[src/sv/rdf_pkg.sv]
// ----------------------------------------------------------------------------
// rdf_pkg
// Shared types and fixed widths of the RGB distance fitness core.
// ----------------------------------------------------------------------------
package rdf_pkg;

  localparam int CH_W     = 8;   // color channel
  localparam int SQ_W     = 18;  // sum of three squared channel differences
  localparam int SUM_W    = 40;  // distance accumulator
  localparam int FIT_W    = 34;  // fitness result
  localparam int FIT_FRAC = 16;  // fraction bits of fitness

  typedef struct packed {
    logic valid;
    logic last;
  } cell_ctl_t;

  typedef enum logic [1:0] {
    DIV_IDLE,
    DIV_RUN,
    DIV_DONE
  } div_state_e;

endpackage

[src/sv/rgb_distance_fitness_core.sv]
// ----------------------------------------------------------------------------
// rgb_distance_fitness_core
// Sums the Euclidean RGB distance of target/rendered pixel pairs and gives
// fitness = 4 * pixel count / distance sum on the last pixel of an image.
// ----------------------------------------------------------------------------
// Pixel requests are taken one per cycle. Each pair passes a squared-difference
// stage and a chain of 9 + DIST_FRAC_BITS square-root cells, one root bit per
// cell, before it reaches the accumulator. After a request marked last_pixel
// the input stalls until that image's result is in the output register: the
// pair drains the square-root chain, the serial divider works through its
// clog2(MAX_PIXELS+1) + 18 + DIST_FRAC_BITS numerator bits, and the result
// loads once the output register is free. A zero distance sum gives the
// saturated fitness with zero_distance set.
module rgb_distance_fitness_core #(
  parameter int MAX_PIXELS     = 65536,
  parameter int DIST_FRAC_BITS = 8
) (
  input  logic                        clk_i,
  input  logic                        rst_ni,
  input  logic                        in_valid_i,
  output logic                        in_stall_o,
  input  logic [rdf_pkg::CH_W-1:0]    target_red_i,
  input  logic [rdf_pkg::CH_W-1:0]    target_green_i,
  input  logic [rdf_pkg::CH_W-1:0]    target_blue_i,
  input  logic [rdf_pkg::CH_W-1:0]    rendered_red_i,
  input  logic [rdf_pkg::CH_W-1:0]    rendered_green_i,
  input  logic [rdf_pkg::CH_W-1:0]    rendered_blue_i,
  input  logic                        last_pixel_i,
  output logic                        out_valid_o,
  input  logic                        out_stall_i,
  output logic [rdf_pkg::FIT_W-1:0]   fitness_o,
  output logic                        zero_distance_o
);
  import rdf_pkg::*;

  localparam int CNT_W  = $clog2(MAX_PIXELS + 1);
  localparam int ROOT_W = SQ_W / 2 + DIST_FRAC_BITS;
  localparam int RAD_W  = 2 * ROOT_W;

  logic                 in_acc;
  logic [CH_W-1:0]      dr, dg, db;
  logic [2*CH_W-1:0]    sqr, sqg, sqb;

  cell_ctl_t            s0_ctl_q;
  logic [SQ_W-1:0]      sq_sum_q;

  cell_ctl_t            ctl_w  [ROOT_W+1];
  logic [RAD_W-1:0]     rad_w  [ROOT_W+1];
  logic [ROOT_W:0]      rem_w  [ROOT_W+1];
  logic [ROOT_W-1:0]    root_w [ROOT_W+1];

  logic [SUM_W-1:0]     sum_q;
  logic [CNT_W-1:0]     count_q;
  logic [SUM_W:0]       sum_ext;
  logic [SUM_W-1:0]     sum_sat;
  logic [CNT_W-1:0]     count_next;
  logic                 div_start;
  logic                 zero_q;
  logic                 busy_q;

  logic                 div_done;
  logic [FIT_W-1:0]     div_quot;
  logic                 out_free;
  logic                 out_load;
  logic                 out_valid_q;
  logic [FIT_W-1:0]     fitness_q;
  logic                 zero_out_q;

  assign in_stall_o = busy_q;
  assign in_acc     = in_valid_i && !busy_q;

  // squared channel differences
  assign dr  = (target_red_i >= rendered_red_i) ? target_red_i - rendered_red_i
                                                : rendered_red_i - target_red_i;
  assign dg  = (target_green_i >= rendered_green_i) ? target_green_i - rendered_green_i
                                                    : rendered_green_i - target_green_i;
  assign db  = (target_blue_i >= rendered_blue_i) ? target_blue_i - rendered_blue_i
                                                  : rendered_blue_i - target_blue_i;
  assign sqr = (2*CH_W)'(dr) * (2*CH_W)'(dr);
  assign sqg = (2*CH_W)'(dg) * (2*CH_W)'(dg);
  assign sqb = (2*CH_W)'(db) * (2*CH_W)'(db);

  always_ff @(posedge clk_i or negedge rst_ni) begin
    if (!rst_ni) begin
      s0_ctl_q <= '0;
    end else begin
      s0_ctl_q.valid <= in_acc;
      s0_ctl_q.last  <= last_pixel_i;
    end
  end

  always_ff @(posedge clk_i) begin
    sq_sum_q <= SQ_W'(sqr) + SQ_W'(sqg) + SQ_W'(sqb);
  end

  // square-root chain
  assign ctl_w[0]  = s0_ctl_q;
  assign rad_w[0]  = RAD_W'(sq_sum_q) << (2 * DIST_FRAC_BITS);
  assign rem_w[0]  = '0;
  assign root_w[0] = '0;

  for (genvar i = 0; i < ROOT_W; i++) begin : g_cell
    rdf_sqrt_cell #(
      .ROOT_W(ROOT_W)
    ) u_cell (
      .clk_i  (clk_i),
      .rst_ni (rst_ni),
      .ctl_i  (ctl_w[i]),
      .rad_i  (rad_w[i]),
      .rem_i  (rem_w[i]),
      .root_i (root_w[i]),
      .ctl_o  (ctl_w[i+1]),
      .rad_o  (rad_w[i+1]),
      .rem_o  (rem_w[i+1]),
      .root_o (root_w[i+1])
    );
  end

  // accumulate, saturating
  assign sum_ext    = {1'b0, sum_q} + (SUM_W + 1)'(root_w[ROOT_W]);
  assign sum_sat    = sum_ext[SUM_W] ? '1 : sum_ext[SUM_W-1:0];
  assign count_next = (count_q < CNT_W'(MAX_PIXELS)) ? count_q + 1'b1 : count_q;
  assign div_start  = ctl_w[ROOT_W].valid && ctl_w[ROOT_W].last;

  always_ff @(posedge clk_i or negedge rst_ni) begin
    if (!rst_ni) begin
      sum_q   <= '0;
      count_q <= '0;
    end else if (ctl_w[ROOT_W].valid) begin
      if (ctl_w[ROOT_W].last) begin
        sum_q   <= '0;
        count_q <= '0;
      end else begin
        sum_q   <= sum_sat;
        count_q <= count_next;
      end
    end
  end

  always_ff @(posedge clk_i) begin
    if (div_start) begin
      zero_q <= (sum_sat == '0);
    end
  end

  rdf_divider #(
    .CNT_W     (CNT_W),
    .FRAC_BITS (DIST_FRAC_BITS)
  ) u_div (
    .clk_i      (clk_i),
    .rst_ni     (rst_ni),
    .start_i    (div_start),
    .count_i    (count_next),
    .divisor_i  (sum_sat),
    .take_i     (out_load),
    .done_o     (div_done),
    .quotient_o (div_quot)
  );

  // hold input until the result moves to the output register
  always_ff @(posedge clk_i or negedge rst_ni) begin
    if (!rst_ni) begin
      busy_q <= 1'b0;
    end else if (in_acc && last_pixel_i) begin
      busy_q <= 1'b1;
    end else if (out_load) begin
      busy_q <= 1'b0;
    end
  end

  // output register
  assign out_free = !out_valid_q || !out_stall_i;
  assign out_load = div_done && out_free;

  always_ff @(posedge clk_i or negedge rst_ni) begin
    if (!rst_ni) begin
      out_valid_q <= 1'b0;
    end else if (out_load) begin
      out_valid_q <= 1'b1;
    end else if (!out_stall_i) begin
      out_valid_q <= 1'b0;
    end
  end

  always_ff @(posedge clk_i) begin
    if (out_load) begin
      fitness_q  <= div_quot;
      zero_out_q <= zero_q;
    end
  end

  assign out_valid_o     = out_valid_q;
  assign fitness_o       = fitness_q;
  assign zero_distance_o = zero_out_q;

endmodule

[src/sv/rdf_sqrt_cell.sv]
// ----------------------------------------------------------------------------
// rdf_sqrt_cell
// One cell of the square-root chain: resolves one root bit per cell and
// hands remainder, partial root and remaining radicand to the next cell.
// ----------------------------------------------------------------------------
module rdf_sqrt_cell #(
  parameter int ROOT_W = 17
) (
  input  logic                    clk_i,
  input  logic                    rst_ni,
  input  rdf_pkg::cell_ctl_t      ctl_i,
  input  logic [2*ROOT_W-1:0]     rad_i,
  input  logic [ROOT_W:0]         rem_i,
  input  logic [ROOT_W-1:0]       root_i,
  output rdf_pkg::cell_ctl_t      ctl_o,
  output logic [2*ROOT_W-1:0]     rad_o,
  output logic [ROOT_W:0]         rem_o,
  output logic [ROOT_W-1:0]       root_o
);
  import rdf_pkg::*;

  localparam int RAD_W = 2 * ROOT_W;

  logic [ROOT_W+2:0] rem_sh;
  logic [ROOT_W+2:0] trial;
  logic [ROOT_W+2:0] rem_sub;
  logic              ge;

  cell_ctl_t           ctl_q;
  logic [RAD_W-1:0]    rad_q;
  logic [ROOT_W:0]     rem_q;
  logic [ROOT_W-1:0]   root_q;

  assign rem_sh  = {rem_i, rad_i[RAD_W-1 -: 2]};
  assign trial   = (ROOT_W + 3)'({root_i, 2'b01});
  assign ge      = (rem_sh >= trial);
  assign rem_sub = rem_sh - trial;

  always_ff @(posedge clk_i or negedge rst_ni) begin
    if (!rst_ni) begin
      ctl_q <= '0;
    end else begin
      ctl_q <= ctl_i;
    end
  end

  always_ff @(posedge clk_i) begin
    rad_q  <= {rad_i[RAD_W-3:0], 2'b00};
    rem_q  <= ge ? rem_sub[ROOT_W:0] : rem_sh[ROOT_W:0];
    root_q <= {root_i[ROOT_W-2:0], ge};
  end

  assign ctl_o  = ctl_q;
  assign rad_o  = rad_q;
  assign rem_o  = rem_q;
  assign root_o = root_q;

endmodule

[src/sv/rdf_divider.sv]
// ----------------------------------------------------------------------------
// rdf_divider
// Serial restoring divider: 4 * count, scaled to the fitness fraction, over
// the distance sum, one quotient bit per cycle, saturated to the result width.
// ----------------------------------------------------------------------------
module rdf_divider #(
  parameter int CNT_W     = 17,
  parameter int FRAC_BITS = 8
) (
  input  logic                        clk_i,
  input  logic                        rst_ni,
  input  logic                        start_i,
  input  logic [CNT_W-1:0]            count_i,
  input  logic [rdf_pkg::SUM_W-1:0]   divisor_i,
  input  logic                        take_i,
  output logic                        done_o,
  output logic [rdf_pkg::FIT_W-1:0]   quotient_o
);
  import rdf_pkg::*;

  localparam int SHIFT  = 2 + FIT_FRAC + FRAC_BITS;
  localparam int NUM_W  = CNT_W + SHIFT;
  localparam int STEP_W = $clog2(NUM_W + 1);
  localparam int QW     = (NUM_W > FIT_W) ? NUM_W : FIT_W;
  localparam logic [FIT_W-1:0] FitMax = '1;

  div_state_e         state_q, state_d;
  logic [NUM_W-1:0]   num_q, num_d;
  logic [SUM_W-1:0]   rem_q, rem_d;
  logic [SUM_W-1:0]   den_q, den_d;
  logic [STEP_W-1:0]  cnt_q, cnt_d;
  logic [SUM_W:0]     rem_sh;
  logic [SUM_W:0]     rem_sub;
  logic               ge;
  logic [QW-1:0]      q_ext;

  assign rem_sh  = {rem_q, num_q[NUM_W-1]};
  assign ge      = (rem_sh >= {1'b0, den_q});
  assign rem_sub = rem_sh - {1'b0, den_q};

  always_ff @(posedge clk_i or negedge rst_ni) begin
    if (!rst_ni) begin
      state_q <= DIV_IDLE;
    end else begin
      state_q <= state_d;
    end
  end

  always_ff @(posedge clk_i) begin
    num_q <= num_d;
    rem_q <= rem_d;
    den_q <= den_d;
    cnt_q <= cnt_d;
  end

  always_comb begin
    state_d = state_q;
    num_d   = num_q;
    rem_d   = rem_q;
    den_d   = den_q;
    cnt_d   = cnt_q;
    unique case (state_q)
      DIV_IDLE: begin
        if (start_i) begin
          num_d   = NUM_W'(count_i) << SHIFT;
          rem_d   = '0;
          den_d   = divisor_i;
          cnt_d   = STEP_W'(NUM_W);
          state_d = DIV_RUN;
        end
      end
      DIV_RUN: begin
        rem_d = ge ? rem_sub[SUM_W-1:0] : rem_sh[SUM_W-1:0];
        num_d = {num_q[NUM_W-2:0], ge};
        cnt_d = cnt_q - 1'b1;
        if (cnt_q == STEP_W'(1)) begin
          state_d = DIV_DONE;
        end
      end
      DIV_DONE: begin
        if (take_i) begin
          state_d = DIV_IDLE;
        end
      end
      default: state_d = DIV_IDLE;
    endcase
  end

  assign q_ext      = QW'(num_q);
  assign done_o     = (state_q == DIV_DONE);
  assign quotient_o = (q_ext > QW'(FitMax)) ? FitMax : q_ext[FIT_W-1:0];

endmodule

[config.mk]
export PLATFORM = sky130hd
export DESIGN_NAME = rgb_distance_fitness_core
export DESIGN_NICKNAME = d
export VERILOG_FILES = /design/src/sv/rdf_pkg.sv /design/src/sv/rgb_distance_fitness_core.sv /design/src/sv/rdf_sqrt_cell.sv /design/src/sv/rdf_divider.sv
export SDC_FILE = /design/constraint.sdc
export NUM_CORES = 2
export LEC_CHECK = 0
export BUFFER_PORTS_ARGS = -buffer_cell sky130_fd_sc_hd__buf_2
export CAP_MARGIN = 25
export CORE_MARGIN = 1.5
export CORE_UTILIZATION = 29
export DETAILED_ROUTE_END_ITERATION = 10
export GPL_TIMING_DRIVEN = 0
export SYNTH_ARGS = -nofsm -noshare
export SYNTH_HDL_FRONTEND = slang
export SYNTH_SLANG_ARGS = --single-unit
[constraint.sdc]
create_clock -name clk_i -period 7.41 [get_ports clk_i]
set_clock_uncertainty 0.2 [all_clocks]
set_input_delay 1.1115 -clock clk_i [delete_from_list [all_inputs] [get_ports clk_i]]
set_output_delay 1.1115 -clock clk_i [all_outputs]
set_load 0.005 [all_outputs]
After elaboration in Yosys (flattened, before gate mapping):

Cells that the tools add are included.

* input bits: 53
* register bits after elaboration: 778

* reductions and logical operators: 15
* $add $sub $neg: 28
* multiply operators: 3
* $lt $le $gt $ge: 23
* eq/ne operators: 7
* mux-type cells: 38

Operators by type and width (number)
* $mux W18: 15
* $mux W40: 4
* $pmux W43 S2: 1
* $pmux W40 S2: 1
* $mul A8 B8 Y16: 3
* $sub A8 B8 Y8: 6
* $gt A43 B34 Y1 const B: 1
* $mux W43: 1
* $add A40 B17 Y41: 1
* $ge A41 B40 Y1: 1
* $logic_not A40 Y1: 1
* $sub A40 B40 Y40: 1
* $mux W17: 2
* $ge A8 B8 Y1: 3
* $mux W8: 3
* $ge A20 B10 Y1: 1
* $ge A20 B11 Y1: 1
* $ge A20 B12 Y1: 1
* $ge A20 B13 Y1: 1
* $ge A20 B14 Y1: 1
* $ge A20 B15 Y1: 1
* $ge A20 B16 Y1: 1
* $ge A20 B17 Y1: 1
* $ge A20 B18 Y1: 1
* other kinds (46): 61

Logic depth before layout (Yosys ltp):

* word-level depth: 5
* depth in mapped cells: 39
* mapped depth without buffers: 38

Hierarchy:

Synthesis repeated with hierarchy kept, for this count alone.

* cell total of the unflattened synthesis: 6307
* area total of the unflattened synthesis: 65917.0 um^2

Modules (own cells, without submodules)
* rdf_sqrt_cell: area an instance 2651.3 um^2, instances 17, cells an instance 244
* rgb_distance_fitness_core: area an instance 13090.1 um^2, instances 1, cells an instance 1412
* rdf_divider: area an instance 7754.9 um^2, instances 1, cells an instance 747

Worst setup path after synthesis:

Ideal clock, no wire load.

* kind: input -> register
* start point: input target_green_i[0] (netlist name)
* end point: register sq_sum_q[17]
* buffers on the path: 0
* arrival time: 9196 ps
* setup time: 118 ps
* slack: -2104 ps
* cell stages on the path: 35
* path through: inv_1 ha_1 inv_1 fa_1 a21o_1 a2111oi_0 o21ai_1 mux2_1 a31oi_1 o21ai_1 a21oi_1 o21ai_1 a21oi_2 xor2_2 nand2b_1 fa_1 inv_1 fa_1 fa_1 fa_1 fa_1 fa_1 inv_1 fa_1 inv_1 ha_1 a21boi_0 o21ai_0 a21boi_0 o21ai_0 nand2b_1 a311oi_1 o41ai_1 a21oi_1 xnor2_1

* word-level cells in the longest chain between the ends: 5
* elaborated cells between the ends (all ways): 7

Ends and longest elaborated chain
* from (decl): RTL line rgb_distance_fitness_core.sv:23 `input logic [rdf_pkg::CH_W-1:0] target_green_i,`
* $sub A8 B8 Y8 (tied with other cells): RTL line rgb_distance_fitness_core.sv:76 `: rendered_green_i - target_green_i;`
* $mux W8 (*): RTL line rgb_distance_fitness_core.sv:75 `assign dg = (target_green_i >= rendered_green_i) ? target_green_i - rendered_green_i`
* $mul A8 B8 Y16 (*): RTL line rgb_distance_fitness_core.sv:80 `assign sqg = (2*CH_W)'(dg) * (2*CH_W)'(dg);`
* $add A16 B16 Y17 (*): RTL line rgb_distance_fitness_core.sv:93 `sq_sum_q <= SQ_W'(sqr) + SQ_W'(sqg) + SQ_W'(sqb);`
* $add A17 B16 Y18 (*): RTL line rgb_distance_fitness_core.sv:93
* to (signal assigned): RTL line rgb_distance_fitness_core.sv:93
* to (decl): RTL line rgb_distance_fitness_core.sv:45 `logic [SQ_W-1:0] sq_sum_q;`

Every way passes the cells marked *; elsewhere a longest branch is shown, timed or not.
A chain may end at the register's enable or synchronous reset.

Worst setup path after layout:

* start point: input target_red_i[0] (netlist name)
* end point: register sq_sum_q[17]

* word-level cells in the longest chain between the ends: 5
* elaborated cells between the ends (all ways): 7

Ends and longest elaborated chain
* from (decl): RTL line rgb_distance_fitness_core.sv:22 `input logic [rdf_pkg::CH_W-1:0] target_red_i,`
* $sub A8 B8 Y8 (tied with other cells): RTL line rgb_distance_fitness_core.sv:74 `: rendered_red_i - target_red_i;`
* $mux W8 (*): RTL line rgb_distance_fitness_core.sv:73 `assign dr = (target_red_i >= rendered_red_i) ? target_red_i - rendered_red_i`
* $mul A8 B8 Y16 (*): RTL line rgb_distance_fitness_core.sv:79 `assign sqr = (2*CH_W)'(dr) * (2*CH_W)'(dr);`
* $add A16 B16 Y17 (*): RTL line rgb_distance_fitness_core.sv:93
* $add A17 B16 Y18 (*): RTL line rgb_distance_fitness_core.sv:93

Marks and branches as above.

==> qor.txt <==
vias after detailed routing - 28.0k
Routed Antenna Nets - 0
synthesized area - 0.0405 mm^2
Seq cells post-synth - 766
Setup CP Type - input pin to flop
layout cell share with drive strength beyond 1 - 11.1%
max_slew headroom - 35.9%
H-tree Lvls - 3
mean area per synthesized cell - 9.98 um^2
CTS Hold Bufs - 0
Post-DP HPWL - 65,400 um
Tcrit/Tclk final - 124%
final wirelength - 84,500 um
clock buffer count from CTS - 80
register area share after synthesis - 43.2%
ys flop type - dfxtp_1
initial DRC count - 1,296
RSZ-0062 raised after global routing - true
fin cells - 6,202
Post-synth EDFFs - 165
clock slew at reported path FFs - 0.06 ns
commonest non-fill, non-tap cell in the layout - inv_1
Fill cells - 13.9k
FFs w/ async S/R, synth - 12.7%
CP max FO - 5
Min-Delay Path Class - flop to flop
post-synth net total - 4,595
Initial Util - 29.3%
placed cells - 6,013
Max-Cap Viols - 0
crit end category - flop
Slew @ Worst Pin - 0.937 ns
via count of the first global-routing pass - 28.3k
required time of the critical path - 7.73 ns
Synth warnings - 0
final hold vios - 0
GRT Total Usage - 11.9%
Pre-Repair DR Iteration Count - 5
final setup vio count - 13
FP Rows - 136
GRT Residual Overflow - 0
violated checks - negative setup slack
drt drc - 0
Peak Freq - 0.109 GHz
outcome - complete, but fails checks
Cells after Synth - 4,053
GPL Wtd Cong - 0.860
final worst slack - -1.78 ns
vias per inst - 4.52
Critical Path Max Stage Delay - 0.53 ns
IO Port Bufs - 89
Yosys cell types - 91
CTS tree - yes
die width - 376 um
maximum root-to-sink buffer count - 3
wire length of the first global-routing pass - 140,000 um
Die Y - 376 um
pre-CTS setup slack - -2.85 ns
Tmin final - 9.19 ns
total core area - 0.138 mm^2
most common cell type on the critical path - fa_1
worst skew pair latency - 0.63 ns
wire per inst - 13.6 um
initial antenna violation count - 7
area delta synth->final - 16.3%
max-slew violations - 0
nets@finish - 4,818
clock tree root buffer cell - clkbuf_16
final hold slack - 0.0910 ns
largest net degree at the start of global routing - 65
WP data arrival - 9.52 ns
CP Launch Type - input pin
clk sinks - 766
die area - 0.142 mm^2
commonest non-fill, non-tap cells in the layout - inv_1 (530), dfxtp_1 (504), ha_1 (335), nor2_1 (283), nand2_1 (226)
CP max-delay cell - fa_1
Ports - 90
==> critical path: cells and delay by family <==
kind,cells,cell delay [ns]
AOI/OAI and AO/OA,16,2.94
xor gates and xnor gates,1,0.27
adders and majority gates,10,4.30
buffers and inverters,8,0.57
and+or+nand+nor,3,0.31
==> state kept, by name, indices dropped and copies added (netlist names), 6 cells and up <==
register,cells
g_cell.u_cell.rad_o,72
sq_sum_q,18
count_q,17
g_cell.u_cell.ctl_o,34
sum_q,40
u_div.den_q,40
fitness_o,34
g_cell.u_cell.root_o,153
u_div.cnt_q,6
u_div.rem_q,40
g_cell.u_cell.rem_o,261
u_div.num_q,43
==> routing by layer <==
metal | GRT usage, % | vias up | part of all wire [%]
met5 | 0 | - | 0.031
met4 | 3.52 | 4 | 2.5
met3 | 1.69 | 140 | 3.5
met2 | 21.6 | 461 | 50
met1 | 14.6 | 13301 | 44
li1 | - | 14116 | -
==> per-stage QoR <==
stage               setup TNS, ns  cell area, um^2  util (%)
finish                     -14.32            47100      34.1
CTS                        -12.98            46800      33.9
global placement           -61.33            43500      31.5
global route               -18.05            47100      34.1
detailed placement         -27.17            43700      31.7
floorplan                  -11.78            40700         -
==> Yosys cell counts (all sizes together), types with 21 or more instances <==
| master | instances | area share [%] |
|---|---|---|
| a211oi | 35 | 0.67 |
| a21o | 78 | 1.4 |
| a21oi | 234 | 2.9 |
| a22o | 38 | 0.82 |
| a31oi | 23 | 0.41 |
| and2 | 42 | 0.66 |
| and3 | 29 | 0.46 |
| clkbuf | 79 | 0.73 |
| dfrtp | 97 | 6.0 |
| dfxtp | 504 | 25 |
| edfxtp | 165 | 12 |
| fa | 148 | 7.3 |
| ha | 341 | 11 |
| inv | 542 | 5.0 |
| mux2 | 26 | 0.73 |
| mux2i | 48 | 1.2 |
| nand2 | 229 | 2.1 |
| nand2b | 58 | 0.90 |
| nand3 | 61 | 0.75 |
| nand4 | 39 | 0.60 |
| nor2 | 288 | 2.7 |
| nor2b | 32 | 0.49 |
| nor3 | 70 | 0.87 |
| nor4 | 33 | 0.56 |
| o21a | 33 | 0.61 |
| o21ai | 177 | 2.2 |
| o21bai | 47 | 0.87 |
| o31ai | 21 | 0.39 |
| or2 | 67 | 1.0 |
| or3 | 29 | 0.45 |
| xnor2 | 176 | 3.8 |
| xor2 | 125 | 2.7 |
==> kinds of logic after synthesis <==
family | Yosys count | share of synthesized area (%)
and+or+nand+nor | 1020 | 12.4
DFF | 766 | 43.2
AOI/OAI and AO/OA | 763 | 12.1
buffers and inverters | 639 | 5.97
adders and majority gates | 489 | 17.9
xor gates and xnor gates | 301 | 6.54
muxes | 74 | 1.92
other | 1 | 0.00927
==> layout make-up <==
cell class / instances / area (um^2) / area share, %
repair buffers: 142 / 986 / 2.10
clock inverters: 31 / 425 / 0.904
diodes: 1 / 2.50 / 0.00532
flip-flops and latches: 766 / 17500 / 37.1
well taps: 1863 / 2330 / 4.95
inverters: 543 / 2070 / 4.39
multi-input cells: 2648 / 21200 / 45.0
clock buffers: 113 / 2220 / 4.71
plain buffers: 95 / 382 / 0.811
==> final timing paths <==
check	start	to	slack, ns	cells after the start
worst max-delay path	target_red_i[0]	sq_sum_q[17]	-1.78	38
worst max register to register	u_div.rem_q[23]	u_div.rem_q[7]	2.88	11
max in group asynchronous	rst_ni	sum_q[14]	6.10	2
worst min-delay path	g_cell[6].u_cell.rad_o[30]	g_cell[7].u_cell.rad_o[32]	0.09	0
worst min register to register	g_cell[6].u_cell.rad_o[30]	g_cell[7].u_cell.rad_o[32]	0.09	0
min in group asynchronous	rst_ni	g_cell[2].u_cell.ctl_o[0]	0.21	1
==> repair_timing <==
action / CTS / global route
endpoints found under the setup margin: 14 / 14
endpoints found under the hold margin: 0 / 0
setup buffers: 24 / 22
pin swaps: 39 / 52
cloned: 0 / 0
resized for setup: 52 / 14
Power is left out: the tool's default activity adds up to more than one toggle a clock period on the data nets, which glitch-free logic cannot reach.
